## src/hw/rtl/hpc_pkg.sv

```systemverilog
`timescale 1ns / 1ps
// ----------------------------------------------------------------------------
// hpc_pkg
// Types, constants and helpers shared by the histogram percentile collector.
// ----------------------------------------------------------------------------
package hpc_pkg;

   localparam int NUM_BINS = 32;
   localparam int BIN_AW   = (NUM_BINS > 1) ? $clog2(NUM_BINS) : 1;
   localparam int BIN_CW   = $clog2(NUM_BINS + 1);
   localparam int CUM_W    = 32 + BIN_CW;
   localparam int INDEX_W  = 5;
   localparam int CSR_IW   = 3;
   localparam int PROD_W   = 56;

   typedef enum logic [CSR_IW-1:0] {
      REG_MIN_VALUE   = 3'd0,
      REG_BIN_LENGTH  = 3'd1,
      REG_NUM_BINS    = 3'd2,
      REG_OUTPUT_MODE = 3'd3
   } reg_index_type;

   typedef enum logic [1:0] {
      MODE_COUNT  = 2'd0,
      MODE_PROB   = 2'd1,
      MODE_CUM    = 2'd2,
      MODE_UNUSED = 2'd3
   } mode_type;

   typedef enum logic [1:0] {
      KIND_BIN  = 2'd0,
      KIND_PCT  = 2'd1,
      KIND_STAT = 2'd2
   } kind_type;

   typedef enum logic {
      ACT_SAMPLE = 1'b0,
      ACT_REPORT = 1'b1
   } action_type;

   typedef enum logic [4:0] {
      ST_IDLE, ST_ADD, ST_SDIV, ST_SRD, ST_SWR,
      ST_RSTART, ST_RRD, ST_RDAT, ST_RDIV, ST_PCT,
      ST_PDIV, ST_PMUL, ST_PNEXT, ST_RNEXT, ST_STAT, ST_OUT
   } state_type;

   typedef struct packed {
      logic        start;
      logic [63:0] dividend;
      logic [63:0] divisor;
   } div_req_type;

   typedef struct packed {
      logic        done;
      logic [63:0] quotient;
   } div_rsp_type;

   localparam logic [2:0] LAST_PCT = 3'd4;

   function automatic logic [6:0] pct_num(input logic [2:0] p);
      logic [6:0] r;
      case (p)
         3'd0:    r = 7'd5;
         3'd1:    r = 7'd25;
         3'd2:    r = 7'd50;
         3'd3:    r = 7'd75;
         3'd4:    r = 7'd95;
         default: r = 7'd0;
      endcase
      return r;
   endfunction

   function automatic logic signed [31:0] sat_x(input logic signed [63:0] x);
      logic signed [31:0] r;
      if (x > 64'sd2147483647)        r = 32'sh7FFFFFFF;
      else if (x < -64'sd2147483648)  r = 32'sh80000000;
      else                            r = x[31:0];
      return r;
   endfunction

   function automatic logic [31:0] sat_y(input logic [63:0] y);
      return (y[63:32] != 32'd0) ? 32'hFFFFFFFF : y[31:0];
   endfunction

endpackage

```

## src/hw/rtl/hpc_div.sv

```systemverilog
`timescale 1ns / 1ps
// ----------------------------------------------------------------------------
// hpc_div
// Shared restoring divider, one quotient bit per cycle.
// ----------------------------------------------------------------------------
module hpc_div (
   input  logic                clock,
   input  logic                reset,
   input  hpc_pkg::div_req_type req,
   output hpc_pkg::div_rsp_type rsp
);
   import hpc_pkg::*;

   logic        busy_ff, busy_in;
   logic        done_ff, done_in;
   logic [5:0]  step_ff, step_in;
   logic [63:0] quo_ff, quo_in;
   logic [63:0] div_ff, div_in;
   logic [64:0] rem_ff, rem_in;
   logic [64:0] shifted;

   always_comb begin
      busy_in = busy_ff;
      done_in = 1'b0;
      step_in = step_ff;
      quo_in  = quo_ff;
      div_in  = div_ff;
      rem_in  = rem_ff;
      shifted = {rem_ff[63:0], quo_ff[63]};
      if (req.start && !busy_ff) begin
         busy_in = 1'b1;
         step_in = 6'd0;
         quo_in  = req.dividend;
         div_in  = req.divisor;
         rem_in  = 65'd0;
      end else if (busy_ff) begin
         if (shifted >= {1'b0, div_ff}) begin
            rem_in = shifted - {1'b0, div_ff};
            quo_in = {quo_ff[62:0], 1'b1};
         end else begin
            rem_in = shifted;
            quo_in = {quo_ff[62:0], 1'b0};
         end
         step_in = step_ff + 6'd1;
         if (step_ff == 6'd63) begin
            busy_in = 1'b0;
            done_in = 1'b1;
         end
      end
   end

   always_ff @(posedge clock) begin
      if (reset) begin
         busy_ff <= 1'b0;
         done_ff <= 1'b0;
         step_ff <= 6'd0;
      end else begin
         busy_ff <= busy_in;
         done_ff <= done_in;
         step_ff <= step_in;
      end
      quo_ff <= quo_in;
      div_ff <= div_in;
      rem_ff <= rem_in;
   end

   assign rsp.done     = done_ff;
   assign rsp.quotient = quo_ff;

endmodule

```

## config.mk

```make
export PLATFORM = sky130hd
export DESIGN_NAME = hpc_div
export DESIGN_NICKNAME = d
export VERILOG_FILES = /design/src/hw/rtl/hpc_pkg.sv /design/src/hw/rtl/hpc_div.sv
export SDC_FILE = /design/constraint.sdc
export NUM_CORES = 1
export LEC_CHECK = 0
export BUFFER_PORTS_ARGS = -buffer_cell sky130_fd_sc_hd__buf_4
export CORE_MARGIN = 2
export CORE_UTILIZATION = 60
export DETAILED_ROUTE_END_ITERATION = 8
export PLACE_DENSITY = 0.84
export SKIP_LAST_GASP = 1
export SYNTH_ARGS = -nofsm -noshare
export SYNTH_HDL_FRONTEND = slang
export SYNTH_SLANG_ARGS = --single-unit
```

## constraint.sdc

```tcl
create_clock -name clock -period 10.63 [get_ports clock]
set_input_delay 2.126 -clock clock [delete_from_list [all_inputs] [get_ports clock]]
set_output_delay 2.126 -clock clock [all_outputs]
set_load 0.02 [all_outputs]
```

After elaboration in Yosys (flattened, before gate mapping)
Index checks and enable logic that the tools add are counted.
Widths: inputs -> output; s select.
Cells by class
  add/sub/neg operators: 2
  magnitude comparators: 1
  equality and inequality tests: 1
  multiplexer cells: 8
  bitwise operators: 1
  reduce and logical (&&, ||, !) cells: 5
Operators by type and width (count)
  $mux 64: 3
  $ge 65x64->1: 1
  $sub 64x64->64: 1
  $add 6x1->6 const B: 1
  $eq 6x6->1 const B: 1
  $mux 1: 5
  $reduce_or 3->1: 1
  $reduce_bool 2->1: 1
  $reduce_or 2->1: 1
  $logic_and 1x1->1: 1
  $logic_not 1->1: 1
  $not 1->1: 1
Word-level totals
  register bits: 200
  input bits: 131
  output and inout port bits: 65

Depth between registers and ports, before layout
  depth after elaboration: 4
  gate-level depth with buffers: 15

Least setup slack after synthesis
Ideal clock, no wire load.
  path kind: in2reg
  start point: input port req[128] (netlist bit)
  end point: register quo_ff[54] (data pin)
  library setup time: 265 ps
  arrival: 5115 ps
  path slack: 5250 ps
  stages: 5
  buffers on the path: 2
  cell sequence: inv_1 -> nor2_1 -> clkbuf_1 -> buf_1 -> mux2_2
Between the ends
  longest elaborated chain between the ends: 2
RTL lines
  from (decl): RTL line hpc_div.sv:9  | input hpc_pkg::div_req_type req,
  $logic_and 1x1->1: RTL line hpc_div.sv:30  | if (req.start && !busy_ff) begin
  $mux 64: RTL line hpc_div.sv:30
  net quo_in[54]: RTL line hpc_div.sv:17  | logic [63:0] quo_ff, quo_in;
  to (signal assigned): RTL line hpc_div.sv:62  | quo_ff <= quo_in;
  to (decl): RTL line hpc_div.sv:17
The timed path passes the listed nets, and every way through them passes these cells.
A chain may end at the register's enable or synchronous reset.

Final worst setup path
Same ends and word-level chain as after synthesis.

==> out/qor.yml <==
sta:
  finalHoldViolations: 0
  fin_skew_ps: 14.9
  worstMarginPinSlew_ps: 1190
  fin_tns_setup_ps: 0
  rsz0062_at_grt: "no"
  slew_violations: 0
  whs_ps: 495
  setup_violations: 0
  maxSlewHeadroom_pct: 20.6
  min_period_ps: 3870
  timing.fmax_ghz: 0.258
  timing.final.ws_setup_ps: 6760
  final.period_utilization_pct: 36.4
logic_synthesis:
  synth_compound_area_share_pct: 19.8
  synth.net_count: 1372
  yosysTopAreaCell: "edfxtp_1"
  ys_types: 70
  synth_edf_count: 128
  syn-mean-instance-area_um2: 9.89
  netlist.area_leader.share_pct: 33.1
  syn-cell-area_um2: 11600
  synth_area_leaders: "edfxtp_1 33%, dfxtp_1 12%, ha_1 7.0%, mux2_2 6.3%, a21oi_1 4.5%"
  yosys.area_share.adder_pct: 7.17
  yosysSeqAreaShare_pct: 45.5
  ys_warn_count: 0
  syn_inst: 1175
  ys_ff_latch: 200
  synthXorXnorAreaFrac_pct: 4.52
  synthArstFlopShare_pct: 0
  ys.flop_type: "edfxtp_1"
  synth-simple-area-share_pct: 11.0
  synth.area.mux_share_pct: 6.90
  synth_top_family_by_area: "compound AO/OA/AOI/OAI gates"
drt:
  wl_um: 29000
  via_per_inst: 5.98
  dr.first_iter.drc_count: 692
  drcViolationCount: 0
  detail_route.first_pass.iterations: 7
  wl_per_cell_um: 18.1
  vias: 9580
  ant_nets: 0
finish:
  final_cell_mix: "201 x buf_4, 128 x edfxtp_1, 105 x nand2_1"
  drive_gt1_share_pct: 23.5
  fillers: 1376
  areaGrowthSynthToFinish_pct: 19.1
  layout_commonest_cell: "buf_4"
  fin_area_um2: 13800
  antenna_cells: 0
  final_nets: 1526
global_routing:
  overflow: 0
  grt_pass1_wl_um: 46200
  antenna_found_initial: 0
  grt_pass1_vias: 9505
  grt_use_total_pct: 28.4
  grt_max_degree: 93
clock_tree:
  cts_buffers: 17
  clock_latency_ps: 450
  cts_resized: 0
  cts_setup_buffers: 0
  cts_root_buf: "clkbuf_16"
  clock-sinks: 200
  cts_tree: "yes"
  cts-htree-levels: 4
  clock_path_buffers: 2
  clkTransAtPathRegs_ps: 80
  cts-hold-fix-buffers: 0
flow_run:
  drv_cap: 0
setup_path:
  endpoint_kind: "register"
  cp_cell_sequence: "buf_4 -> inv_1 -> nor2_4 -> buf_4 -> mux2_2"
  worst-path-stages: 5
  cp_num_buf_inv: 3
  crit_type: "in -> reg"
  r2r_cells: 11
  critPathMaxFanout: 92
  worst_ep_arrival_time_ps: 4070
  slowest_stage: "buf_4"
  required_ps: 10830
  max_stage_delay_ps: 800
  crit_path_frequent_cell: "buf_4"
  start_kind: "input port"
  cp_top_family: "buffers and inverters"
floorplanning:
  chipHeight_um: 143
  core_area_um2: 18800
  dieArea_um2: 20500
  initial_core_util_pct: 61.7
  io_pins: 196
  die_w_um: 143
  core.rowCount: 50
place:
  pre_cts_ws_ps: 6330
  port_buffers: 195
  dpl_cell_area_um2: 13200
  globalplace.congestion: 0.921
  hpwlAfterDp_um: 20400
pwr:
  p_leak_nw: 5.97
  irDropWorstVdd_uv: 148
  finalPower_mw: 3.38
  power_density_nw_per_um2: 244
worst_hold_path:
  min_path_cells: 2
  holdCritPathClass: "reg -> reg"
run_status:
  status: "finished, final reports clean"
-- per-layer routing --
metal  share of wire (%)  global-route usage (%)  routed length (um)  vias to the layer above
met5                   0                       0                   0                        -
met4                 2.1                    8.39                 603                        0
met3                 7.6                    7.61                2210                       39
met2                  49                    49.5               14300                      371
met1                  41                    34.6               11800                     4545
li1                    -                       -                   -                     4625
-- sequential cells by signal, indices dropped and copies added, names as in the netlist --
name,flops
done_ff,1
busy_ff,1
step_ff,6
quo_ff,64
div_ff,64
rem_ff,64
-- final timing paths --
path,slack (ps),end,from
setup / recovery,6760,quo_ff[54],req[128]
hold / removal,490,done_ff,step_ff[5]
setup reg to reg,6860,rem_ff[8],div_ff[6]
hold reg to reg,490,done_ff,step_ff[5]
-- layout make-up --
cell class | count | area [um^2] | share of cell area, %
Tap cell | 260 | 325 | 2.35
Clock inverter | 15 | 220 | 1.59
Timing Repair Buffer | 201 | 1510 | 10.9
Multi-Input combinational cell | 824 | 5760 | 41.6
Inverter | 85 | 319 | 2.30
Clock buffer | 17 | 425 | 3.07
Sequential cell | 200 | 5290 | 38.2
-- worst reg2reg max path: stages (launching register included) --
cell	delay, ps
edfxtp_1	350
inv_1	50
ha_1	370
a211o_1	330
a21oi_1	270
nand4b_1	150
a21oi_1	440
o21ai_4	140
a21oi_2	260
o21a_4	740
o21ai_0	330
a22o_1	230
-- synth_stat cells (all sizes together) (6+ instances only) --
library cell	count
a21o	37
a21oi	105
a22o	28
a31oi	11
a32oi	17
and2	6
and3	12
buf	13
clkbuf	53
dfxtp	72
edfxtp	128
ha	65
inv	84
mux2	65
mux2i	7
nand2	105
nand3	18
nand4	27
nor2	52
nor3	18
o21a	11
o21ai	88
o21bai	12
xnor2	37
xor2	23
-- power breakdown --
group          total, mW  internal [mW]  switching [mW]
Sequential          1.11          0.991           0.118
Clock              0.689          0.347           0.342
Combinational       1.59          0.633           0.952
-- through the flow --
stage / std cells / util [%]
3_5_place_dp: 1570 / 70.1
2_1_floorplan: 1175 / -
4_1_cts: 1602 / 73.5
5_1_grt: 1602 / 73.5
6_report: 1602 / 73.5
3_3_place_gp: 1570 / 70.1
-- cells by family (layout without fill, tap and decap cells) --
kind of cell | count (synthesis) | in the layout
flops | 200 | 200
compound gates | 356 | 356
fa+ha+maj | 66 | 66
simple gates | 270 | 270
buf+inv | 151 | 318
mux | 72 | 72
xor+xnor | 60 | 60
Note: power is estimated with default switching activity, not from simulation.
